===== src/rtl/lcwf_pkg.sv =====
// ----------------------------------------------------------------------------
// lcwf_pkg
// Shared types, fixed-point constants and the arctangent table of the
// corridor window filter.
// ----------------------------------------------------------------------------
package lcwf_pkg;

  localparam int MAX_RAYS_DEF      = 2048;
  localparam int CORDIC_STAGES_DEF = 16;

  localparam int RANGE_W = 16;
  localparam int ANGLE_W = 20;
  localparam int WIDTH_W = 16;
  localparam int STEP_W  = 16;
  localparam int TALLY_W = 12;
  localparam int KEPT_W  = 17;
  localparam int ANG_SHIFT = 14;
  localparam int CW      = ANGLE_W + ANG_SHIFT;
  localparam int MAG_W   = 31;
  localparam int PROD_W  = MAG_W + RANGE_W;
  localparam int CFG_IDX_W  = 2;
  localparam int CFG_DATA_W = 20;

  localparam logic [CFG_IDX_W-1:0] REG_CORRIDOR_WIDTH = 2'd0;
  localparam logic [CFG_IDX_W-1:0] REG_START_ANGLE    = 2'd1;
  localparam logic [CFG_IDX_W-1:0] REG_ANGLE_STEP     = 2'd2;

  localparam logic signed [CW-1:0] PI_Q30      = 34'sd3373259426;
  localparam logic signed [CW-1:0] NEG_PI_Q30  = -34'sd3373259426;
  localparam logic signed [CW-1:0] HALF_PI_Q30 = 34'sd1686629713;
  localparam logic signed [CW-1:0] NEG_HALF_PI_Q30 = -34'sd1686629713;
  localparam logic signed [CW-1:0] TWO_PI_Q30  = 34'sd6746518852;
  localparam logic signed [CW-1:0] GAIN_Q30    = 34'sd652032874;

  localparam logic signed [ANGLE_W-1:0] ANGLE_MAX = 20'sd524287;
  localparam logic [TALLY_W-1:0] TALLY_MAX = 12'd4095;
  localparam logic signed [KEPT_W-1:0] KEPT_REJECT = -17'sd1;

  typedef struct packed {
    logic [RANGE_W-1:0]        range_reading;
    logic                      scan_end;
    logic signed [ANGLE_W-1:0] angle;
  } ray_t;

  typedef struct packed {
    logic signed [CW-1:0] x;
    logic signed [CW-1:0] y;
    logic signed [CW-1:0] z;
    logic                 flip;
  } rot_t;

  function automatic logic signed [CW-1:0] atan_q30(input int unsigned idx);
    logic signed [CW-1:0] val;
    case (idx)
      0:       val = 34'sd843314857;
      1:       val = 34'sd497837829;
      2:       val = 34'sd263043837;
      3:       val = 34'sd133525159;
      4:       val = 34'sd67021687;
      5:       val = 34'sd33543516;
      6:       val = 34'sd16775851;
      7:       val = 34'sd8388437;
      8:       val = 34'sd4194283;
      9:       val = 34'sd2097149;
      10:      val = 34'sd1048576;
      11:      val = 34'sd524288;
      12:      val = 34'sd262144;
      13:      val = 34'sd131072;
      14:      val = 34'sd65536;
      15:      val = 34'sd32768;
      16:      val = 34'sd16384;
      17:      val = 34'sd8192;
      18:      val = 34'sd4096;
      19:      val = 34'sd2048;
      20:      val = 34'sd1024;
      21:      val = 34'sd512;
      22:      val = 34'sd256;
      23:      val = 34'sd128;
      default: val = '0;
    endcase
    return val;
  endfunction

endpackage


===== src/rtl/lcwf_cordic_cell.sv =====
// ----------------------------------------------------------------------------
// lcwf_cordic_cell
// One rotation step of the sine and cosine pipeline with its own handshake.
// ----------------------------------------------------------------------------
module lcwf_cordic_cell #(
  parameter int STAGE = 0
) (
  input  logic           clk,
  input  logic           rst_n,
  input  logic           up_valid,
  output logic           up_ready,
  input  lcwf_pkg::ray_t up_ray,
  input  lcwf_pkg::rot_t up_rot,
  output logic           dn_valid,
  input  logic           dn_ready,
  output lcwf_pkg::ray_t dn_ray,
  output lcwf_pkg::rot_t dn_rot
);

  localparam logic signed [lcwf_pkg::CW-1:0] ATAN = lcwf_pkg::atan_q30(STAGE);

  logic                              v_r;
  lcwf_pkg::ray_t                    ray_r;
  lcwf_pkg::rot_t                    rot_r, rot_nxt;
  logic signed [lcwf_pkg::CW-1:0]    x, y, z, xs, ys;

  assign up_ready = !v_r || dn_ready;

  assign x  = up_rot.x;
  assign y  = up_rot.y;
  assign z  = up_rot.z;
  assign xs = x >>> STAGE;
  assign ys = y >>> STAGE;

  always_comb begin
    rot_nxt.flip = up_rot.flip;
    if (z >= 0) begin
      rot_nxt.x = x - ys;
      rot_nxt.y = y + xs;
      rot_nxt.z = z - ATAN;
    end else begin
      rot_nxt.x = x + ys;
      rot_nxt.y = y - xs;
      rot_nxt.z = z + ATAN;
    end
  end

  always_ff @(posedge clk) begin
    if (!rst_n) begin
      v_r <= 1'b0;
    end else if (up_ready) begin
      v_r <= up_valid;
    end
  end

  always_ff @(posedge clk) begin
    if (up_ready && up_valid) begin
      ray_r <= up_ray;
      rot_r <= rot_nxt;
    end
  end

  assign dn_valid = v_r;
  assign dn_ray   = ray_r;
  assign dn_rot   = rot_r;

endmodule


===== config.mk =====
export PLATFORM = sky130hd
export DESIGN_NAME = lcwf_cordic_cell
export DESIGN_NICKNAME = d
export VERILOG_FILES = /design/src/rtl/lcwf_pkg.sv /design/src/rtl/lcwf_cordic_cell.sv
export SDC_FILE = /design/constraint.sdc
export NUM_CORES = 1
export LEC_CHECK = 0
export BUFFER_PORTS_ARGS = -buffer_cell sky130_fd_sc_hd__clkbuf_2
export CAP_MARGIN = 30
export CORE_MARGIN = 1.5
export CORE_UTILIZATION = 45
export CTS_CLUSTER_SIZE = 14
export DETAILED_ROUTE_END_ITERATION = 16
export PLACE_DENSITY = 0.69
export SYNTH_ARGS = -nofsm -noshare
export SYNTH_HDL_FRONTEND = slang
export SYNTH_SLANG_ARGS = --single-unit

===== constraint.sdc =====
create_clock -name clk -period 5.8 [get_ports clk]
set_input_delay 0.29 -clock clk [delete_from_list [all_inputs] [get_ports clk]]
set_output_delay 0.29 -clock clk [all_outputs]
set_load 0.05 [all_outputs]

==> summary.txt <==
Status
  • Status: finished clean

Timing
  • Hold Fails Final Rpt: 0
  • Max Fclk: 0.227 GHz
  • Worst Max-Slew Pin Slew: 0.851 ns
  • Period utilization: 0.761
  • Setup Viol. Count Final: 0
  • RSZ-0062 raised after global routing: no
  • Slew Viols, Final: 0
  • Worst Clk Skew: 0.00703 ns
  • Slew Limit Headroom: 0.433
  • Min cycle time layout: 4.41 ns
  • Fin Setup TNS: 0 ns

Global route
  • Total Routing Usage GR: 0.258
  • First-pass GRT wire length: 54.2 mm
  • Vias in the first global route: 9959
  • GR Overflow Total: 0
  • Initial antenna violation count: 1
  • Largest net degree at the start of global routing: 76

Worst setup path
  • Crit Path Class: input pin to flip-flop
  • Delay-heaviest family, CP: simple AND/OR/NAND/NOR gates
  • CP Capture Type: flip-flop
  • Ordered list of cells on the worst path: clkbuf_2 > inv_1 > ha_1 > nor4b_1 > nand4_1 > nor4_1 > and4_1 > nand2b_2 > buf_4 > ha_1 > nand4_1 > or3_1 > nor3_1 > o21ai_1 > and4_1 > o31ai_1 > nor4bb_1 > nor3_1 > xnor2_1
  • Crit-path max cell delay: 0.59 ns
  • FF-to-FF setup slack: 3.61 ns
  • WP buf/inv: 3
  • CP Launch Type: input pin
  • Required @ worst endpoint: 5.97 ns
  • CP max FO: 35
  • Worst EP arrival: 4.58 ns
  • CP max stage cell: o31ai_1

Placed design
  • PortBufs: 285
  • Cells after DPL: 1876
  • Routability cong.: 0.985
  • Post-DP HPWL: 28.6 mm

Detailed routing
  • Vias/cell: 5.72
  • DR DRC count: 0
  • Router iterations before antenna repair: 6
  • Mean routed wirelength per cell: 19.0 um
  • Starting DRC count in detailed routing: 1316
  • Final antenna-violating net count: 0
  • Via count: 10900
  • Routed WL: 36.4 mm

Final layout
  • Final core occ: 0.545
  • Filler instances: 2374
  • Finished Layout Cells: 1910
  • Number of nets in the layout: 1841
  • Layout area overhead: 19.4%
  • Share of post-route cells with drive strength above 1: 0.225

Clock tree
  • Resized cells post-CTS: 0
  • Inserted Clock Buffers: 17
  • Post-CTS setup buffer count: 0
  • Root buffer cell: clkbuf_16
  • Clock Latency Late Sink: 0.42 ns
  • Hold_buf cts: 0
  • Clk slew on worst S/H paths: 0.07 ns
  • Sink Count: 140
  • H-tree depth: 4
  • Longest Clk Path Bufs: 2
  • CTS tree: yes

Synthesis
  • Syn Std Cell Area: 11900 sq um
  • Post-synthesis async set-or-reset flop share: 0
  • Sequential element share of the synthesized area: 0.353
  • Top FF cell, synth: edfxtp_1
  • Number of synthesized flops with an enable pin: 139
  • Synthesized area per cell: 9.13 sq um
  • Cells after Synth: 1301
  • Post-synthesis cell type count: 81
  • Synth warn: 0
  • Syn Nets: 1581
  • Flip-flop and latch count after synthesis: 140

Flow run
  • Max-cap violations: 0

Pwr
  • Worst VDD drop: 0.222 mV
  • Leak: 6.40 nW
  • Total power: 0.00397 W
  • PD cells: 280 nW/um^2

Floorplanning
  • Starting Density: 0.457
  • Rows: 59
  • Die area: 27400 sq um
  • I/O pin count: 286
  • Width of the die: 165 um
  • Core box area: 26000 sq um
  • Die H: 165 um

Hold path
  • Hold Crit Class: input pin to flip-flop
## registers in the layout, summed over array words and instances (netlist names)
register	flops
dn_ray	37
dn_rot	102
dn_valid	1
## area by class of cell
| type | count | area [sq um] | share of cell area |
|---|---|---|---|
| multi-input cells | 994 | 7030 | 0.496 |
| flip-flops and latches | 140 | 4190 | 0.296 |
| repair buffers | 291 | 1490 | 0.105 |
| inverters | 117 | 439 | 0.0310 |
| clock buffers | 17 | 425 | 0.0300 |
| well taps | 335 | 419 | 0.0296 |
| clock inverters | 15 | 173 | 0.0122 |
| diodes | 1 | 2.50 | 0.000177 |
## cell usage after synthesis (12+ instances only)
cell type | count | share of area
a31oi_1 | 12 | 0.0063
nor2_1 | 110 | 0.035
edfxtp_1 | 139 | 0.35
o21bai_1 | 23 | 0.015
ha_1 | 132 | 0.14
inv_1 | 112 | 0.035
nand2_1 | 68 | 0.021
o21a_1 | 12 | 0.0076
a21oi_1 | 143 | 0.060
o21ai_1 | 13 | 0.0055
o21ai_0 | 73 | 0.031
nand2b_1 | 19 | 0.010
nand3_1 | 16 | 0.0067
xnor2_1 | 73 | 0.054
mux2i_1 | 16 | 0.013
nand4_1 | 19 | 0.010
nor3_1 | 26 | 0.011
clkbuf_1 | 34 | 0.011
xor2_1 | 23 | 0.017
a21o_1 | 38 | 0.024
## worst reg2reg max path, cell delays in order, from the launching register on
cell      delay (ns)
dfxtp_1         0.31
nand2b_1        0.10
and2_4          0.26
buf_16          0.32
buf_4           0.77
## per-layer routing
layer  routed length [um]  up-vias  global-route usage
met5                    0        -                   0
met4                  762        0              0.0852
met3                 2850       45              0.0327
met2                17300      519               0.426
met1                15500     5113               0.350
li1                     -     5242                   -
## cells by family after synthesis
kind of cell / synth area share
adders and majority gates: 0.146
DFF: 0.353
AOI/OAI and AO/OA: 0.225
xor gates and xnor gates: 0.0708
buffers and inverters: 0.0552
muxes: 0.0135
and+or+nand+nor: 0.136
## stage by stage
| step | area (sq um) | hold slack (ns) | setup slack [ns] |
|---|---|---|---|
| final | 14200 | 0.0335 | 1.39 |
| after floorplan | 11900 | 0.389 | 1.06 |
| after CTS | 14100 | 0.0173 | 1.44 |
| after detailed placement | 13500 | 0.469 | 1.00 |
| after global placement | 13500 | 0.467 | 1.18 |
| after global routing | 14200 | 0.0155 | 1.19 |
## path summary, 6_finish.rpt
kind                            startpoint          to  cells after the start
worst min-delay path             up_ray[3]   dn_ray[3]                      1
worst max-delay path            up_rot[34]  dn_rot[34]                     19
worst max register to register    dn_valid  dn_rot[79]                      4
worst min register to register    dn_valid    dn_valid                      2
## placed cells by master, fill, tap and decap left out, drive strengths merged, types with 13 or more instances in the layout
cell / n
nand4: 19
nor3: 27
nand3: 16
a31oi: 13
edfxtp: 139
a21o: 38
nand2: 68
a21oi: 144
inv: 126
ha: 132
xnor2: 73
o21ai: 86
clkbuf: 302
mux2i: 16
o21bai: 23
xor2: 23
nor2: 110
nand2b: 19
## power breakdown
part / total (W) / switching, W / internal [W]
combinational: 0.00151 / 0.00107 / 0.000448
sequential: 0.00131 / 0.0000345 / 0.00128
clock: 0.00114 / 0.000523 / 0.000619
total: 0.00397 / 0.00162 / 0.00235
(Power assumes the default switching activity.)
