==> src/rtl/lcwf_pkg.sv <==
// ----------------------------------------------------------------------------
// lcwf_pkg
// Shared types, fixed-point constants and the arctangent table of the
// corridor window filter.
// ----------------------------------------------------------------------------
package lcwf_pkg;

  localparam int MAX_RAYS_DEF      = 2048;
  localparam int CORDIC_STAGES_DEF = 16;

  localparam int RANGE_W = 16;
  localparam int ANGLE_W = 20;
  localparam int WIDTH_W = 16;
  localparam int STEP_W  = 16;
  localparam int TALLY_W = 12;
  localparam int KEPT_W  = 17;
  localparam int ANG_SHIFT = 14;
  localparam int CW      = ANGLE_W + ANG_SHIFT;
  localparam int MAG_W   = 31;
  localparam int PROD_W  = MAG_W + RANGE_W;
  localparam int CFG_IDX_W  = 2;
  localparam int CFG_DATA_W = 20;

  localparam logic [CFG_IDX_W-1:0] REG_CORRIDOR_WIDTH = 2'd0;
  localparam logic [CFG_IDX_W-1:0] REG_START_ANGLE    = 2'd1;
  localparam logic [CFG_IDX_W-1:0] REG_ANGLE_STEP     = 2'd2;

  localparam logic signed [CW-1:0] PI_Q30      = 34'sd3373259426;
  localparam logic signed [CW-1:0] NEG_PI_Q30  = -34'sd3373259426;
  localparam logic signed [CW-1:0] HALF_PI_Q30 = 34'sd1686629713;
  localparam logic signed [CW-1:0] NEG_HALF_PI_Q30 = -34'sd1686629713;
  localparam logic signed [CW-1:0] TWO_PI_Q30  = 34'sd6746518852;
  localparam logic signed [CW-1:0] GAIN_Q30    = 34'sd652032874;

  localparam logic signed [ANGLE_W-1:0] ANGLE_MAX = 20'sd524287;
  localparam logic [TALLY_W-1:0] TALLY_MAX = 12'd4095;
  localparam logic signed [KEPT_W-1:0] KEPT_REJECT = -17'sd1;

  typedef struct packed {
    logic [RANGE_W-1:0]        range_reading;
    logic                      scan_end;
    logic signed [ANGLE_W-1:0] angle;
  } ray_t;

  typedef struct packed {
    logic signed [CW-1:0] x;
    logic signed [CW-1:0] y;
    logic signed [CW-1:0] z;
    logic                 flip;
  } rot_t;

  function automatic logic signed [CW-1:0] atan_q30(input int unsigned idx);
    logic signed [CW-1:0] val;
    case (idx)
      0:       val = 34'sd843314857;
      1:       val = 34'sd497837829;
      2:       val = 34'sd263043837;
      3:       val = 34'sd133525159;
      4:       val = 34'sd67021687;
      5:       val = 34'sd33543516;
      6:       val = 34'sd16775851;
      7:       val = 34'sd8388437;
      8:       val = 34'sd4194283;
      9:       val = 34'sd2097149;
      10:      val = 34'sd1048576;
      11:      val = 34'sd524288;
      12:      val = 34'sd262144;
      13:      val = 34'sd131072;
      14:      val = 34'sd65536;
      15:      val = 34'sd32768;
      16:      val = 34'sd16384;
      17:      val = 34'sd8192;
      18:      val = 34'sd4096;
      19:      val = 34'sd2048;
      20:      val = 34'sd1024;
      21:      val = 34'sd512;
      22:      val = 34'sd256;
      23:      val = 34'sd128;
      default: val = '0;
    endcase
    return val;
  endfunction

endpackage

==> src/rtl/lcwf_front.sv <==
// ----------------------------------------------------------------------------
// lcwf_front
// Input cell: steps the ray angle, counts rays of the scan and registers
// each accepted word.
// ----------------------------------------------------------------------------
module lcwf_front #(
  parameter int MAX_RAYS = lcwf_pkg::MAX_RAYS_DEF
) (
  input  logic                                    clk,
  input  logic                                    rst_n,
  input  logic                                    in_valid,
  output logic                                    in_ready,
  input  logic [lcwf_pkg::RANGE_W-1:0]            in_range_reading,
  input  logic                                    in_scan_end,
  input  logic signed [lcwf_pkg::ANGLE_W-1:0]     start_angle,
  input  logic [lcwf_pkg::STEP_W-1:0]             angle_step,
  output logic                                    dn_valid,
  input  logic                                    dn_ready,
  output lcwf_pkg::ray_t                          dn_ray
);

  localparam int CNT_W = (MAX_RAYS > 1) ? $clog2(MAX_RAYS) : 1;
  localparam logic [CNT_W-1:0] CNT_MAX = CNT_W'(MAX_RAYS - 1);

  logic [CNT_W-1:0]                       cnt_r, cnt_nxt;
  logic signed [lcwf_pkg::ANGLE_W-1:0]    accum_r, accum_nxt;
  logic                                   v_r;
  lcwf_pkg::ray_t                         ray_r;
  logic signed [lcwf_pkg::ANGLE_W:0]      sum;
  logic signed [lcwf_pkg::ANGLE_W-1:0]    angle;
  logic                                   accept;

  assign in_ready = !v_r || dn_ready;
  assign accept   = in_valid && in_ready;

  assign sum = {accum_r[lcwf_pkg::ANGLE_W-1], accum_r}
             + $signed({1'b0, (lcwf_pkg::ANGLE_W - lcwf_pkg::STEP_W)'(0), angle_step});

  always_comb begin
    if (cnt_r == '0) begin
      angle = start_angle;
    end else if (sum > $signed({1'b0, lcwf_pkg::ANGLE_MAX})) begin
      angle = lcwf_pkg::ANGLE_MAX;
    end else begin
      angle = sum[lcwf_pkg::ANGLE_W-1:0];
    end
    if (in_scan_end) begin
      cnt_nxt   = '0;
      accum_nxt = '0;
    end else begin
      cnt_nxt   = (cnt_r < CNT_MAX) ? cnt_r + 1'b1 : cnt_r;
      accum_nxt = angle;
    end
  end

  always_ff @(posedge clk) begin
    if (!rst_n) begin
      v_r     <= 1'b0;
      cnt_r   <= '0;
      accum_r <= '0;
    end else begin
      if (in_ready) begin
        v_r <= in_valid;
      end
      if (accept) begin
        cnt_r   <= cnt_nxt;
        accum_r <= accum_nxt;
      end
    end
  end

  always_ff @(posedge clk) begin
    if (accept) begin
      ray_r.range_reading <= in_range_reading;
      ray_r.scan_end      <= in_scan_end;
      ray_r.angle         <= angle;
    end
  end

  assign dn_valid = v_r;
  assign dn_ray   = ray_r;

endmodule

==> config.mk <==
export PLATFORM = sky130hd
export DESIGN_NAME = lcwf_front
export DESIGN_NICKNAME = d
export VERILOG_FILES = /design/src/rtl/lcwf_pkg.sv /design/src/rtl/lcwf_front.sv
export SDC_FILE = /design/constraint.sdc
export NUM_CORES = 1
export LEC_CHECK = 0
export BUFFER_PORTS_ARGS = -buffer_cell sky130_fd_sc_hd__buf_2
export CAP_MARGIN = 25
export CORE_UTILIZATION = 35
export DETAILED_ROUTE_END_ITERATION = 16
export GPL_TIMING_DRIVEN = 0
export PLACE_DENSITY_LB_ADDON = 0.3
export SYNTH_ARGS = -nofsm -noshare
export SYNTH_HDL_FRONTEND = slang
export SYNTH_SLANG_ARGS = --single-unit
==> constraint.sdc <==
create_clock -name clk -period 4.6 [get_ports clk]
set_input_delay 0.23 -clock clk [delete_from_list [all_inputs] [get_ports clk]]
set_output_delay 0.23 -clock clk [all_outputs]
set_load 0.005 [all_outputs]
==> flow_metrics.py <==
metrics = {
    "global_route": {
        "grt_usage": 0.164,
        "grt_pass1_wl_um": 14500,
        "grt_max_degree": 39,
        "overflow": 0,
        "grt_pass1_vias": 2941,
        "grt_antenna_before_repair": 0,
    },
    "cells_and_area": {
        "multi_input_area_mm2": 0.00200,
        "fill_cells": 1025,
        "diodes": 0,
        "area.growth.synth_to_final_pct": 22.8,
        "nets": 529,
        "seqCellArea_mm2": 0.00175,
        "drive_above_1_share": 0.319,
        "instances_no_fill": 598,
    },
    "timing": {
        "holdWs_ns": 0.0400,
        "period_minus_slack_ns": 2.96,
        "rsz0062_at_grt": "no",
        "post-route-period-util": 0.643,
        "finalSetupViolCount": 0,
        "final_hold_viol_count": 0,
        "final.setup.tns_ns": 0,
        "worst_slew_pin_slew_ns": 0.844,
        "slew_headroom": 0.436,
        "skew_ns": 0.00998,
        "drv_slew": 0,
        "fmax_mhz": 338,
    },
    "clocking": {
        "cts.sink_count": 69,
        "cts-resized-gates": 0,
        "clk_path_buf_depth": 2,
        "clock-root-buffer": "clkbuf_8",
        "path_clk_slew_ns": 0.09,
        "insertion_delay_ns": 0.36,
        "htreeDepth": 3,
        "cts_setup_buffers": 0,
        "ctsHoldBuffers": 0,
        "cts_buffers": 9,
        "cts_tree": "built",
    },
    "power_and_ir_drop": {
        "power_mw": 1.62,
        "pwr_density_cell_mw_per_mm2": 338,
        "p_leak_nw": 1.89,
        "vdd_drop_max_v": 0.000154,
    },
    "routing": {
        "vias": 3096,
        "ant_nets": 0,
        "vias_per_cell": 5.18,
        "drt_iter0_drc": 189,
        "totalWireLength_um": 9010,
        "drc_errors": 0,
        "wl_per_cell_um": 15.1,
        "dr.pass1.iters": 4,
    },
    "synth": {
        "yosysTopAreaCell": "edfxtp_1",
        "synth.avg_cell_area_um2": 11.3,
        "syn-num-nets": 422,
        "synth_top_area_share": 0.285,
        "ys_seq_area_frac": 0.449,
        "ys_types": 56,
        "dominantRegCellSynth": "edfxtp_1",
        "synth_most_common_cell": "nor2_1",
        "synth_seq_cells": 69,
        "ys.warnings.count": 0,
        "synth_area_mm2": 0.00390,
        "synth_cells": 346,
        "synth_edf_count": 37,
        "synth.top_cells.by_count": "38 x nor2_1, 37 x edfxtp_1, 32 x dfxtp_1",
        "synthArstFlopShare": 0,
        "ys_top_cells_by_area": "edfxtp_1 29%, dfxtp_1 16%, a31oi_4 9.3%",
    },
    "die": {
        "start_util": 0.360,
        "dieHeight_um": 108,
        "fp.coreArea_mm2": 0.0108,
        "dieArea_mm2": 0.0116,
        "rows": 38,
        "io_pins": 96,
        "die_w_um": 108,
    },
    "setup_path": {
        "arrival_ns": 3.07,
        "rr_endpoint": "dn_ray[17]",
        "worstSetupStartpoint": "accum_r[1]",
        "start_kind": "register",
        "path_cells": "ha_1 -> a211oi_1 -> o21ai_2 -> a2111oi_0 -> nor3_1 -> a211oi_2 -> xor2_1 -> a21oi_1",
        "crit_type": "reg -> reg",
        "cp.required_ns": 4.72,
        "cpLargestDelayFamily": "compound AO/OA/AOI/OAI gates",
        "crit_buf_inv": 0,
        "cp-endpoint": "dn_ray[17]",
        "end_kind": "register",
        "timing.rr.start": "accum_r[1]",
        "cp_slowest_cell": "a2111oi_0",
        "regToRegSetupSlack_ns": 1.64,
        "crit_cells": 8,
        "cpPeakStageDelay_ns": 0.71,
        "crit_fanout": 4,
        "reg2regPathDepth": 8,
    },
    "min_path": {
        "hp-class": "in -> reg",
    },
    "placement": {
        "numPortBuffers": 95,
        "place_congestion": 0.860,
        "dp.cells": 582,
        "dp_hpwl_um": 6540,
    },
    "outcome": {
        "status": "completed",
    },
    "run": {
        "cap_viol_max_count": 0,
    },
}
==> through the flow <==
stage	setup WS, ns	cell area (um2)	utilization
final	1.64	4790	0.441
after global routing	1.46	4790	0.441
after CTS	1.67	4790	0.441
after detailed placement	1.66	4550	0.420
after global placement	1.34	4550	0.420
after floorplan	2.10	3900	-
==> where the power goes <==
| group | switching, mW | leakage [nW] | internal (mW) | total [mW] |
|---|---|---|---|---|
| Sequential | 0.0163 | 0.617 | 0.696 | 0.713 |
| Clock | 0.261 | 0.117 | 0.325 | 0.586 |
| Combinational | 0.184 | 1.16 | 0.133 | 0.317 |
==> cell type report <==
cell class                      instances  area share
Multi-Input combinational cell        245       0.418
Sequential cell                        69       0.366
Timing Repair Buffer                   96       0.100
Tap cell                              140      0.0366
Clock buffer                           10      0.0288
Clock inverter                          6      0.0199
Buffer                                 13      0.0159
Inverter                               19      0.0149
==> worst min-delay path by stage <==
stage                              start         end  slack (ns)  depth (start not counted)
floorplan                    in_scan_end  dn_ray[20]        0.33                          0
global placement    in_range_reading[15]  dn_ray[36]        0.41                          1
detailed placement  in_range_reading[13]  dn_ray[34]        0.41                          1
CTS                 in_range_reading[13]  dn_ray[34]        0.03                          1
global route         in_range_reading[3]  dn_ray[24]        0.02                          1
finish               in_range_reading[3]  dn_ray[24]        0.04                          1
==> cells in the final DEF (no fill, tap or decap), types with 12 or more instances in the layout <==
master	Yosys	routed
a21oi_1	13	13
xor2_1	12	12
inv_1	19	18
nor2_1	38	38
buf_2	1	97
dfxtp_1	32	32
edfxtp_1	37	37
nand2_1	15	15
a31oi_4	17	17
a22o_1	17	17
ha_1	18	18
==> flip-flops by register name, summed over array words and instances (netlist names) <==
name / count
cnt_r: 11
dn_valid: 1
accum_r: 20
dn_ray: 37
==> kinds of logic (layout without fill, tap and decap cells) <==
logic type	count (synthesis)	in the layout	synth area share
AO/OA/AOI/OAI	103	103	0.273
AND/OR/NAND/NOR	101	101	0.127
flip-flops	69	69	0.449
buffers and inverters	32	144	0.0379
XOR/XNOR	22	22	0.0494
adder cells (fa/ha/maj)	19	19	0.0629
==> metal layers <==
| metal | global-route usage | vias to the layer above | part of all wire |
|---|---|---|---|
| li1 | - | 1529 | - |
| met1 | 0.215 | 1467 | 0.47 |
| met2 | 0.266 | 86 | 0.46 |
| met3 | 0.0393 | 14 | 0.056 |
| met4 | 0.0499 | 0 | 0.014 |
| met5 | 0 | - | 0 |
No activity file was read; power rests on OpenSTA's default activity.
