`src/rtl/lcwf_pkg.sv`:
```
// ----------------------------------------------------------------------------
// lcwf_pkg
// Shared types, fixed-point constants and the arctangent table of the
// corridor window filter.
// ----------------------------------------------------------------------------
package lcwf_pkg;

  localparam int MAX_RAYS_DEF      = 2048;
  localparam int CORDIC_STAGES_DEF = 16;

  localparam int RANGE_W = 16;
  localparam int ANGLE_W = 20;
  localparam int WIDTH_W = 16;
  localparam int STEP_W  = 16;
  localparam int TALLY_W = 12;
  localparam int KEPT_W  = 17;
  localparam int ANG_SHIFT = 14;
  localparam int CW      = ANGLE_W + ANG_SHIFT;
  localparam int MAG_W   = 31;
  localparam int PROD_W  = MAG_W + RANGE_W;
  localparam int CFG_IDX_W  = 2;
  localparam int CFG_DATA_W = 20;

  localparam logic [CFG_IDX_W-1:0] REG_CORRIDOR_WIDTH = 2'd0;
  localparam logic [CFG_IDX_W-1:0] REG_START_ANGLE    = 2'd1;
  localparam logic [CFG_IDX_W-1:0] REG_ANGLE_STEP     = 2'd2;

  localparam logic signed [CW-1:0] PI_Q30      = 34'sd3373259426;
  localparam logic signed [CW-1:0] NEG_PI_Q30  = -34'sd3373259426;
  localparam logic signed [CW-1:0] HALF_PI_Q30 = 34'sd1686629713;
  localparam logic signed [CW-1:0] NEG_HALF_PI_Q30 = -34'sd1686629713;
  localparam logic signed [CW-1:0] TWO_PI_Q30  = 34'sd6746518852;
  localparam logic signed [CW-1:0] GAIN_Q30    = 34'sd652032874;

  localparam logic signed [ANGLE_W-1:0] ANGLE_MAX = 20'sd524287;
  localparam logic [TALLY_W-1:0] TALLY_MAX = 12'd4095;
  localparam logic signed [KEPT_W-1:0] KEPT_REJECT = -17'sd1;

  typedef struct packed {
    logic [RANGE_W-1:0]        range_reading;
    logic                      scan_end;
    logic signed [ANGLE_W-1:0] angle;
  } ray_t;

  typedef struct packed {
    logic signed [CW-1:0] x;
    logic signed [CW-1:0] y;
    logic signed [CW-1:0] z;
    logic                 flip;
  } rot_t;

  function automatic logic signed [CW-1:0] atan_q30(input int unsigned idx);
    logic signed [CW-1:0] val;
    case (idx)
      0:       val = 34'sd843314857;
      1:       val = 34'sd497837829;
      2:       val = 34'sd263043837;
      3:       val = 34'sd133525159;
      4:       val = 34'sd67021687;
      5:       val = 34'sd33543516;
      6:       val = 34'sd16775851;
      7:       val = 34'sd8388437;
      8:       val = 34'sd4194283;
      9:       val = 34'sd2097149;
      10:      val = 34'sd1048576;
      11:      val = 34'sd524288;
      12:      val = 34'sd262144;
      13:      val = 34'sd131072;
      14:      val = 34'sd65536;
      15:      val = 34'sd32768;
      16:      val = 34'sd16384;
      17:      val = 34'sd8192;
      18:      val = 34'sd4096;
      19:      val = 34'sd2048;
      20:      val = 34'sd1024;
      21:      val = 34'sd512;
      22:      val = 34'sd256;
      23:      val = 34'sd128;
      default: val = '0;
    endcase
    return val;
  endfunction

endpackage

```
`src/rtl/lcwf_back.sv`:
```
// ----------------------------------------------------------------------------
// lcwf_back
// Forms the lateral offset product, applies the corridor test, keeps the
// running count of kept rays and holds the output word.
// ----------------------------------------------------------------------------
module lcwf_back (
  input  logic                                 clk,
  input  logic                                 rst_n,
  input  logic                                 up_valid,
  output logic                                 up_ready,
  input  lcwf_pkg::ray_t                       up_ray,
  input  lcwf_pkg::rot_t                       up_rot,
  input  logic [lcwf_pkg::WIDTH_W-1:0]         corridor_width,
  output logic                                 out_valid,
  input  logic                                 out_ready,
  output logic                                 out_ray_ok,
  output logic signed [lcwf_pkg::KEPT_W-1:0]   out_kept_reading,
  output logic signed [lcwf_pkg::ANGLE_W-1:0]  out_ray_angle,
  output logic [lcwf_pkg::TALLY_W-1:0]         out_ok_count,
  output logic                                 out_final_ray
);

  localparam int CMP_W = lcwf_pkg::PROD_W + 1;

  logic                              va_r, vb_r, rdya, rdyb;
  lcwf_pkg::ray_t                    raya_r;
  logic [lcwf_pkg::PROD_W-1:0]       prod_r;
  logic                              back_r;
  logic signed [lcwf_pkg::CW-1:0]    x, y, ymag;
  logic                              back_nxt;
  logic [CMP_W-1:0]                  lat2, limit;
  logic                              ok;
  logic [lcwf_pkg::TALLY_W-1:0]      tally_r, tally_inc, tally_nxt;

  assign rdyb     = !vb_r || out_ready;
  assign rdya     = !va_r || rdyb;
  assign up_ready = rdya;

  assign x        = up_rot.x;
  assign y        = up_rot.y;
  assign ymag     = (y < 0) ? -y : y;
  assign back_nxt = (up_rot.flip ? (x > 0) : (x < 0)) && (up_ray.range_reading != '0);

  assign lat2  = {prod_r, 1'b0};
  assign limit = {(CMP_W - lcwf_pkg::WIDTH_W - 30)'(0), corridor_width, 30'd0};
  assign ok    = !((corridor_width != '0) && ((lat2 > limit) || back_r));

  assign tally_inc = (ok && (tally_r != lcwf_pkg::TALLY_MAX)) ? tally_r + 1'b1 : tally_r;
  assign tally_nxt = raya_r.scan_end ? '0 : tally_inc;

  always_ff @(posedge clk) begin
    if (!rst_n) begin
      va_r    <= 1'b0;
      vb_r    <= 1'b0;
      tally_r <= '0;
    end else begin
      if (rdya) begin
        va_r <= up_valid;
      end
      if (rdyb) begin
        vb_r <= va_r;
      end
      if (rdyb && va_r) begin
        tally_r <= tally_nxt;
      end
    end
  end

  always_ff @(posedge clk) begin
    if (rdya && up_valid) begin
      raya_r <= up_ray;
      prod_r <= ymag[lcwf_pkg::MAG_W-1:0] * up_ray.range_reading;
      back_r <= back_nxt;
    end
    if (rdyb && va_r) begin
      out_ray_ok       <= ok;
      out_kept_reading <= ok ? $signed({1'b0, raya_r.range_reading}) : lcwf_pkg::KEPT_REJECT;
      out_ray_angle    <= raya_r.angle;
      out_ok_count     <= tally_inc;
      out_final_ray    <= raya_r.scan_end;
    end
  end

  assign out_valid = vb_r;

endmodule

```
`config.mk`:
```
export PLATFORM = sky130hd
export DESIGN_NAME = lcwf_back
export DESIGN_NICKNAME = d
export VERILOG_FILES = /design/src/rtl/lcwf_pkg.sv /design/src/rtl/lcwf_back.sv
export SDC_FILE = /design/constraint.sdc
export NUM_CORES = 1
export LEC_CHECK = 0
export BUFFER_PORTS_ARGS = -buffer_cell sky130_fd_sc_hd__clkbuf_2
export CAP_MARGIN = 20
export CELL_PAD_IN_SITES_DETAIL_PLACEMENT = 1
export CELL_PAD_IN_SITES_GLOBAL_PLACEMENT = 1
export CORE_ASPECT_RATIO = 0.5
export CORE_UTILIZATION = 50
export CTS_CLUSTER_DIAMETER = 40
export DETAILED_ROUTE_END_ITERATION = 12
export GPL_ROUTABILITY_DRIVEN = 0
export PLACE_DENSITY_LB_ADDON = 0.1
export SYNTH_ARGS = -nofsm -noshare
export SYNTH_HDL_FRONTEND = slang
export SYNTH_SLANG_ARGS = --single-unit
```
`constraint.sdc`:
```
create_clock -name clk -period 23.5 [get_ports clk]
set_input_delay 2.35 -clock clk [delete_from_list [all_inputs] [get_ports clk]]
set_output_delay 2.35 -clock clk [all_outputs]
set_load 0.1 [all_outputs]
```
==> results of run 1 <==
[sequential cells by signal (all words and copies together), names as in the netlist]
register and flops:
prod_r 47, raya_r 37, out_ray_angle 20, out_kept_reading 17
out_ok_count 12, tally_r 12, back_r 1, out_final_ray 1
out_ray_ok 1, out_valid 1, va_r 1
[per-layer routing]
metal	global-route usage [%]	routed length [um]	share of wire, %	up-vias
met3	5.34	4170	6.2	112
met1	41.8	29700	44	8910
met4	8.96	1770	2.6	0
li1	-	-	-	7498
met5	0	0	0	-
met2	52.6	32000	47	527
[through the flow]
| stage | util, % | setup WS [ns] | hold slack (ns) | std cells | cell area [sq um] |
|---|---|---|---|---|---|
| 2_1_floorplan | - | 13.49 | 0.400 | 2313 | 22300 |
| 3_3_place_gp | 54.4 | 12.14 | 0.400 | 2996 | 23800 |
| 3_5_place_dp | 54.5 | 12.12 | 0.406 | 2998 | 23800 |
| 4_1_cts | 55.8 | 12.51 | 0.417 | 3030 | 24400 |
| 5_1_grt | 56.0 | 12.16 | 0.423 | 3038 | 24500 |
| 6_report | 56.0 | 12.32 | 0.419 | 3039 | 24500 |
[synth_stat cells, types with 3 or more instances]
library cell / count / area [sq um]
a21boi_0: 6 / 45.0
dfxtp_1: 14 / 280
nand4_1: 13 / 81.3
nand3_1: 28 / 140
o21bai_1: 3 / 22.5
o21ai_0: 47 / 235
o41ai_1: 8 / 70.1
edfxtp_1: 136 / 4080
xnor2_1: 61 / 534
nor4_1: 24 / 150
fa_1: 404 / 8090
mux2_2: 5 / 56.3
a21o_1: 20 / 150
o21a_1: 4 / 30.0
and2_4: 4 / 35.0
o31ai_1: 13 / 97.6
and2_1: 203 / 1270
buf_2: 3 / 15.0
a21oi_1: 47 / 235
nand2b_1: 19 / 119
ha_1: 137 / 1710
and3_1: 7 / 43.8
or2_2: 5 / 31.3
nor2b_1: 6 / 37.5
a31o_2: 3 / 26.3
a2111oi_0: 4 / 35.0
xor2_1: 17 / 149
a221oi_1: 3 / 26.3
o2111ai_1: 6 / 52.6
o22ai_1: 3 / 18.8
a211oi_1: 18 / 135
inv_1: 460 / 1730
a31oi_1: 9 / 56.3
nand2_1: 348 / 1310
or4_1: 13 / 97.6
a41oi_1: 4 / 35.0
nor2_1: 49 / 184
buf_6: 3 / 33.8
nor3_1: 13 / 65.1
and4_1: 3 / 26.3
clkbuf_1: 96 / 360
nand3b_1: 3 / 22.5
o211ai_1: 8 / 60.1
or3_1: 8 / 50.1
[worst min-delay path by stage]
stage	start	to	slack, ns	cells past startpoint
floorplan	raya_r[0]	out_ray_angle[0]	0.40	0
finish	raya_r[9]	out_ray_angle[9]	0.42	0
global placement	raya_r[4]	out_ray_angle[4]	0.40	0
CTS	raya_r[9]	out_ray_angle[9]	0.42	0
detailed placement	raya_r[9]	out_ray_angle[9]	0.41	0
global route	raya_r[0]	out_ray_angle[0]	0.42	0
[kinds of logic after synthesis]
group	share of synthesized area [%]
adders and majority gates	44.0
muxes	0.253
xor gates and xnor gates	3.06
and+or+nand+nor	16.8
DFF	19.6
buffers and inverters	9.61
AOI/OAI and AO/OA	6.73
[final cells by class]
| cell class | count | area [sq um] |
|---|---|---|
| clock buffers | 17 | 425 |
| well taps | 588 | 736 |
| flip-flops and latches | 150 | 4360 |
| clock inverters | 15 | 154 |
| inverters | 460 | 1730 |
| multi-input cells | 1599 | 15900 |
| fillers | 5032 | 19200 |
| repair buffers | 208 | 1190 |
| diodes | 2 | 5.00 |
==> run metrics, run 1 <==
violation count after the first detailed-routing iteration approximately 1.1k; Worst path depth 25; GRT Util Overall between 30% and 40%; synthesized area per cell just under 10 sq um; effective utilization at floorplan between 50% and 60%; CP endpoint kind register; FF-to-FF Start prod_r[44]; Die H ~150 um; max_cap viols 0; Final Hold Violating Endpoints 0; CP required around 24 ns; Net count, final about 3.1k; # hold bufs at CTS 0; crit path launch up_rot[39]; Worst setup endpoint prod_r[40]; Max H-tree Level 4; vias in the first global route between 15k and 20k; Critical-path top delay cell a211oi_1; die area approximately 45000 sq um; CP bufs+invs 5; Worst Hold Class reg2reg; clock tree root driver cell clkbuf_16; Post-Synthesis Cell Area between 20000 and 25000 sq um; Synth Register Bits 150; maximum clock insertion buffer count 2; Crit path max-delay family adder cells; dpl hpwl between 50000 and 60000 um; syn nets 3014; share of cells above drive strength 1 between 10% and 20%; status finished clean; Slew Limit Fails 0; final-report setup violation count 0; WL per Instance 22.3 um; Async SR Flop Fraction 0%; Worst R2R Path Depth 10; final WL about 68000 um; antenna-violating nets left 0; Core Box Area approximately 44000 sq um; TritonCTS clock tree yes; Post-synth EDFFs 136; Max FO, Critical Path 16; total CTS buffers 17; Slew HR between 10% and 20%; Max stage delay on crit path around 0.84 ns; CP Launch Type input port; Setup CP Type in2reg; later-pin clock latency in the skew report 0.44 ns; Least-Margin Pin Slew approximately 1.2 ns; most common cell after layout, fill and taps aside inv_1; FP Rows 54; DR DRC count 0; Main synth FF type edfxtp_1; unique cell type count in the Yosys netlist 61; Avg Vias per Cell approximately 5.6; via count between 15k and 20k; I/O Buffers approximately 180; FMAX approximately 90 MHz; chip width approximately 300 um; Final TNS setup 0 ns; Worst path most repeated cell fa_1; gr ovfl total 0; Yosys warning total 0; post-CTS setup buffers 0; crit path time final 11.18 ns; Sink Count 150; Gate Count Post-Synth 2313; largest net degree at the start of global routing 86; R2R setup slack 19.33 ns; P&R area growth vs syn 10.0%; commonest non-fill, non-tap cells in the layout inv_1 (459), fa_1 (404), nand2_1 (348); drt pass-1 iters 5; RSZ-0062 raised after global routing no; initial antenna violation count 5; Clock Skew between 0.01 and 0.015 ns; io pins about 210; reg-to-reg critical path endpoint tally_r[8]; final worst path period share between 40% and 50%; arrival time at the worst endpoint 11.36 ns; first-pass GRT wire length ~110000 um; sequential element share of the synthesized area approximately 20%; clock slew at reported path FFs around 0.07 ns; cts repair resizes 0
Power of run 1 is not shown: default switching activity piles up to over one toggle a cycle in this logic, so the estimate is an artifact.
==> run 2, diff against run 1 <==
Settings changed: ABC_AREA set to 1, CORE_UTILIZATION 50 to 43.
Clock period 23.5 ns to 9.5 ns, I/O delays scaled along.
==> run metrics, run 2 <==
status finished clean (unchanged); fillers 6249 (was 5032); PnR worst setup slack 1.09 ns (was 12.32 ns); antenna-violating nets left 0 (unchanged); area of the multi-input gates 15600 sq um (was 15900 sq um); WL per Instance 21.0 um (was 22.3 um); Post-Synthesis Cell Area 22700 sq um (was 22300 sq um); Core Box Area 52000 sq um (was 43800 sq um); syn nets 3353 (was 3014); most common cell after layout, fill and taps aside inv_1 (unchanged); max_cap viols 0 (unchanged); I/O Buffers 176 (unchanged); clock slew at reported path FFs 0.08 ns (was 0.07 ns); io pins 213 (unchanged); Top Layer Used met5 (was met4); Net count, final 3492 (was 3137); Yosys warning total 0 (unchanged); cts repair resizes 0 (unchanged); Synth top cells by count inv_1 (603), nand2_1 (540), fa_1 (404), nor2_1 (305), ha_1 (137) (was inv_1 (460), fa_1 (404), nand2_1 (348), and2_1 (203), ha_1 (137)); Clock Skew 0.0197 ns (was 0.0128 ns); total CTS buffers 17 (unchanged); commonest non-fill, non-tap cells in the layout inv_1 (601), nand2_1 (540), fa_1 (404) (was inv_1 (459), fa_1 (404), nand2_1 (348)); met2 WL post-DR 32900 um (was 32000 um); FP Rows 59 (was 54); WHS Path Cells 0 (unchanged); first-pass GRT wire length 114000 um (was 107000 um); TritonCTS clock tree yes (unchanged); final WL 73500 um (was 67600 um); Final Hold Violating Endpoints 0 (unchanged); wire length on met1 33500 um (was 29700 um); Synth Register Bits 150 (unchanged); largest net degree at the start of global routing 86 (unchanged); max reg flops 47 (unchanged); pre-CTS setup slack 0.808 ns (was 12.12 ns); Finished Layout Cells 3505 (was 3039); Max FO, Critical Path 11 (was 16); Biggest register prod_r (unchanged); FMAX about 120 MHz; # hold bufs at CTS 0 (unchanged); Worst R2R Path Depth 12 (was 10); most numerous cell in the Yosys netlist inv_1 (unchanged); DR DRC count 0 (unchanged); Slew Limit Fails 0 (unchanged); CP Launch Type input port (unchanged); initial antenna violation count 1 (was 5); Largest regs prod_r (47), raya_r (37), out_ray_angle (20) (unchanged); CP required 9.66 ns (was 23.68 ns); area leader, netlist fa_1 (unchanged); share of the synthesized area in the top cell type 35.7% (was 36.3%); Gate Count Post-Synth 2652 (was 2313); later-pin clock latency in the skew report 0.43 ns (was 0.44 ns); unique cell type count in the Yosys netlist 49 (was 61); gr ovfl total 0 (unchanged); Die H 164 um (was 151 um); Slew HR 24.7% (was 18.5%); final-report setup violation count 0 (unchanged); arrival time at the worst endpoint 8.58 ns (was 11.36 ns); Setup CP Type in2reg (unchanged); dpl hpwl 60200 um (was 50500 um); Sink Count 150 (unchanged); crit path time final 8.41 ns; DR WL met3 5650 um (was 4170 um); Final TNS setup 0 ns (unchanged); post-CTS setup buffers 0 (unchanged); P&R area growth vs syn 9.83% (was 10.0%); fin area 24900 sq um (was 24500 sq um); chip width 327 um (was 301 um); placed cell area 24200 sq um (was 23800 sq um); GRT Util Overall 28.4% (was 31.2%); effective utilization at floorplan 43.6% (was 50.9%); dpl cells 3471 (was 2998); Seq. cell area 4360 sq um (unchanged); vias in the first global route 19.8k (was 18.8k); synthesized area per cell 8.54 sq um (was 9.64 sq um); via count 18.3k (was 17.0k); n_diodes 0 (was 2); die area 53700 sq um (was 45500 sq um); Avg Vias per Cell 5.22 (was 5.61); final worst path period share roughly nine tenths; drt pass-1 iters 5 (unchanged); synth top area cells fa_1 (36%), edfxtp_1 (18%), inv_1 (10%) (was fa_1 (36%), edfxtp_1 (18%), inv_1 (7.7%)); maximum clock insertion buffer count 2 (unchanged); violation count after the first detailed-routing iteration 1130 (was 1084); Max H-tree Level 4 (unchanged); Least-Margin Pin Slew 1.13 ns (was 1.22 ns); CP endpoint kind register (unchanged); RSZ-0062 raised after global routing no (unchanged); Post-synth EDFFs 136 (unchanged); Async SR Flop Fraction 0% (unchanged); clock tree root driver cell clkbuf_16 (unchanged); share of cells above drive strength 1 9.99% (was 11.7%); sequential element share of the synthesized area 19.3% (was 19.6%); Main synth FF type edfxtp_1 (unchanged); Worst Hold Class reg2reg (unchanged)
[run 2: cell count changes in the layout (fill, tap and decap cells not counted), moves of 28 or more]
| cell | change |
|---|---|
| nor2_1 | +256 |
| and2_1 | -200 |
| nand2_1 | +192 |
| inv_1 | +142 |
| nand3_1 | +48 |
| a21oi_1 | +39 |
| xor2_1 | +34 |
| xnor2_1 | -28 |
[run 2: cells by family (layout without fill, tap and decap cells)]
family	after synthesis	after routing	synth area share (%)
XOR/XNOR	69	69	2.77
flip-flops	150	150	19.3
AND/OR/NAND/NOR	1026	1026	18.8
AO/OA/AOI/OAI	170	170	4.16
buffers and inverters	696	848	11.7
adder cells (fa/ha/maj)	541	541	43.3
[run 2: final cells by class]
cell class | instances | share of cell area, %
well taps | 701 | 3.52
clock inverters | 15 | 0.804
flip-flops and latches | 150 | 17.5
multi-input cells | 1806 | 62.8
inverters | 617 | 9.31
repair buffers | 199 | 4.30
clock buffers | 17 | 1.71
[run 2: routing by layer]
metal | vias up | GRT usage, %
li1 | 8246 | -
met3 | 90 | 6.03
met4 | 2 | 6.35
met5 | - | 0
met2 | 574 | 45.9
met1 | 9397 | 39.4
[run 2: path summary, 6_finish.rpt]
kind	to	slack (ns)	start
worst min-delay path	out_ray_angle[3]	0.42	raya_r[3]
worst min register to register	out_ray_angle[3]	0.42	raya_r[3]
worst max-delay path	prod_r[40]	1.09	up_rot[35]
worst max register to register	out_ok_count[7]	6.31	prod_r[42]
[run 2: per-stage QoR]
step / utilization [%] / hold WS, ns
detailed placement: 46.6 / 0.405
CTS: 47.8 / 0.418
finish: 47.9 / 0.419
floorplan: - / 0.400
global placement: 46.6 / 0.400
global route: 47.9 / 0.431
[run 2: critical path: stages]
cell,delay (ns)
clkbuf_2,0.22
nor3_4,0.24
nand3b_4,0.12
nor3_4,0.20
nand2_2,0.14
nor2_4,0.17
nand2_2,0.08
nand2_4,0.12
o21ai_4,0.08
xor2_2,0.70
nand2_1,0.17
fa_1,0.54
fa_1,0.59
inv_1,0.07
fa_1,0.49
fa_1,0.50
fa_1,0.52
inv_1,0.05
fa_1,0.55
inv_1,0.07
ha_1,0.44
nand2_1,0.15
nor2_1,0.21
inv_1,0.10
nor4_1,0.57
nand4_1,0.25
nand3_1,0.18
xor2_1,0.08
Power of run 2 is left out for the same reason.
==> run 3, diff against run 2 <==
Settings changed: ABC_CLOCK_PERIOD_IN_PS set to 9500, CORE_MARGIN set to 2, CTS_BUF_LIST set to sky130_fd_sc_hd__clkbuf_4.
==> run metrics, run 3 (same netlist as run 2, synthesis figures left out) <==
status finished clean (unchanged); max_cap viols 0 (unchanged); io pins 213 (unchanged); Max FO, Critical Path 6 (was 11); Max stage delay on crit path 0.61 ns (was 0.70 ns); min-delay src raya_r[5] (was raya_r[3]); clock tree root driver cell clkbuf_4 (was clkbuf_16); RSZ-0062 raised after global routing no (unchanged); most common cell after layout, fill and taps aside inv_1 (unchanged); share of cells above drive strength 1 10.0% (was 9.99%); crit path time final 8.14 ns (was 8.41 ns); Core Box Area 52000 sq um (about the same); Net count, final 3496 (was 3492); Least-Margin Pin Slew 1.15 ns (was 1.13 ns); die area 54700 sq um (was 53700 sq um); Worst path most repeated cell inv_1 (was fa_1); total CTS buffers 17 (unchanged); crit path launch up_rot[35] (unchanged); TritonCTS clock tree yes (unchanged); # hold bufs at CTS 0 (unchanged); Slew Limit Fails 0 (unchanged); FP Rows 59 (unchanged); Slew HR 22.9% (was 24.7%); chip width 329 um (was 327 um); CP Launch Type input port (unchanged); Largest regs prod_r (47), raya_r (37), out_ray_angle (20) (unchanged); Final TNS setup 0 ns (unchanged); R2R setup slack 6.41 ns (was 6.31 ns); fillers 6300 (was 6249); dpl hpwl 60700 um (was 60200 um); WL per Instance 21.0 um (about the same); antenna-violating nets left 0 (unchanged); Clock Skew 0.0381 ns (was 0.0197 ns); P&R area growth vs syn 8.45% (was 9.83%); I/O Buffers 176 (unchanged); CP endpoint kind register (unchanged); gr ovfl total 0 (unchanged); first-pass GRT wire length 115000 um (was 114000 um); FMAX 123 MHz (was 119 MHz); via count 18.5k (was 18.3k); vias in the first global route 19.8k (about the same); violation count after the first detailed-routing iteration 1253 (was 1130); Die H 166 um (was 164 um); Worst R2R Path Depth 12 (unchanged); final worst path period share 85.7% (was 88.6%); final core occ 47.2% (was 47.9%); WHS Path Cells 0 (unchanged); Final Hold Violating Endpoints 0 (unchanged); drt pass-1 iters 5 (unchanged); effective utilization at floorplan 43.5% (was 43.6%); Worst Hold Class reg2reg (unchanged); FF-to-FF Start prod_r[41] (was prod_r[42]); reg-to-reg critical path endpoint out_ok_count[11] (was out_ok_count[7]); final-report setup violation count 0 (unchanged); maximum clock insertion buffer count 2 (unchanged); Sink Count 150 (unchanged); Worst setup endpoint prod_r[41] (was prod_r[40]); DR DRC count 0 (unchanged); cts repair resizes 0 (unchanged); clock slew at reported path FFs 0.16 ns (was 0.08 ns); post-CTS setup buffers 0 (unchanged); initial antenna violation count 1 (unchanged); Max H-tree Level 4 (unchanged); arrival time at the worst endpoint 8.54 ns (was 8.58 ns); Biggest register prod_r (unchanged); Avg Vias per Cell 5.27 (was 5.22); GRT Util Overall 27.6% (was 28.4%); Critical-path top delay cell xnor2_1 (was xor2_2); Setup CP Type in2reg (unchanged); largest net degree at the start of global routing 72 (was 86); later-pin clock latency in the skew report 0.54 ns (was 0.43 ns); max reg flops 47 (unchanged); final WL 73800 um (was 73500 um); CP required 9.90 ns (was 9.66 ns); commonest non-fill, non-tap cells in the layout inv_1 (601), nand2_1 (540), fa_1 (404) (unchanged)
==> run 3: stage by stage <==
stage / setup slack (ns) / cell area (sq um) / hold slack (ns) / instances
finish: 1.36 / 24600 / 0.437 / 3510
global route: 0.801 / 24600 / 0.447 / 3509
CTS: 1.37 / 24600 / 0.443 / 3508
detailed placement: 0.737 / 24300 / 0.405 / 3477
global placement: 0.865 / 24300 / 0.401 / 3477
floorplan: 2.03 / 22700 / 0.400 / 2652
==> run 3: cell type report <==
type / count / area [sq um] / area share (%)
tap: 701 / 877 / 3.57
sequential: 150 / 4360 / 17.8
multi-input combinational: 1806 / 15600 / 63.6
timing repair buffer: 203 / 1080 / 4.41
clock inverter: 14 / 168 / 0.682
antenna: 2 / 5.00 / 0.0204
clock buffer: 17 / 128 / 0.519
inverter: 617 / 2320 / 9.43
==> run 3: worst min-delay path by stage <==
stage	to	slack, ns
detailed placement	out_ray_angle[2]	0.41
global placement	out_ray_angle[14]	0.40
finish	out_ray_angle[5]	0.44
floorplan	out_ray_angle[0]	0.40
global route	out_ray_angle[9]	0.45
CTS	out_ray_angle[12]	0.44
==> run 3: critical path: cells and delay by family <==
kind	cells	cell delay (ns)
adder cells (fa/ha/maj)	8	3.80
buffers and inverters	9	0.82
AND/OR/NAND/NOR	12	1.96
AO/OA/AOI/OAI	1	0.18
XOR/XNOR	2	0.79
==> run 3: routing by layer <==
metal / wire length, um / share of wire (%) / global-route usage, % / vias up
met2: 32400 / 44 / 43.4 / 634
met1: 34700 / 47 / 40.8 / 9568
met3: 5700 / 7.7 / 4.43 / 60
met5: 0 / 0 / 0 / -
met4: 1030 / 1.4 / 4.80 / 0
li1: - / - / - / 8247
Power of run 3 is left out for the same reason.
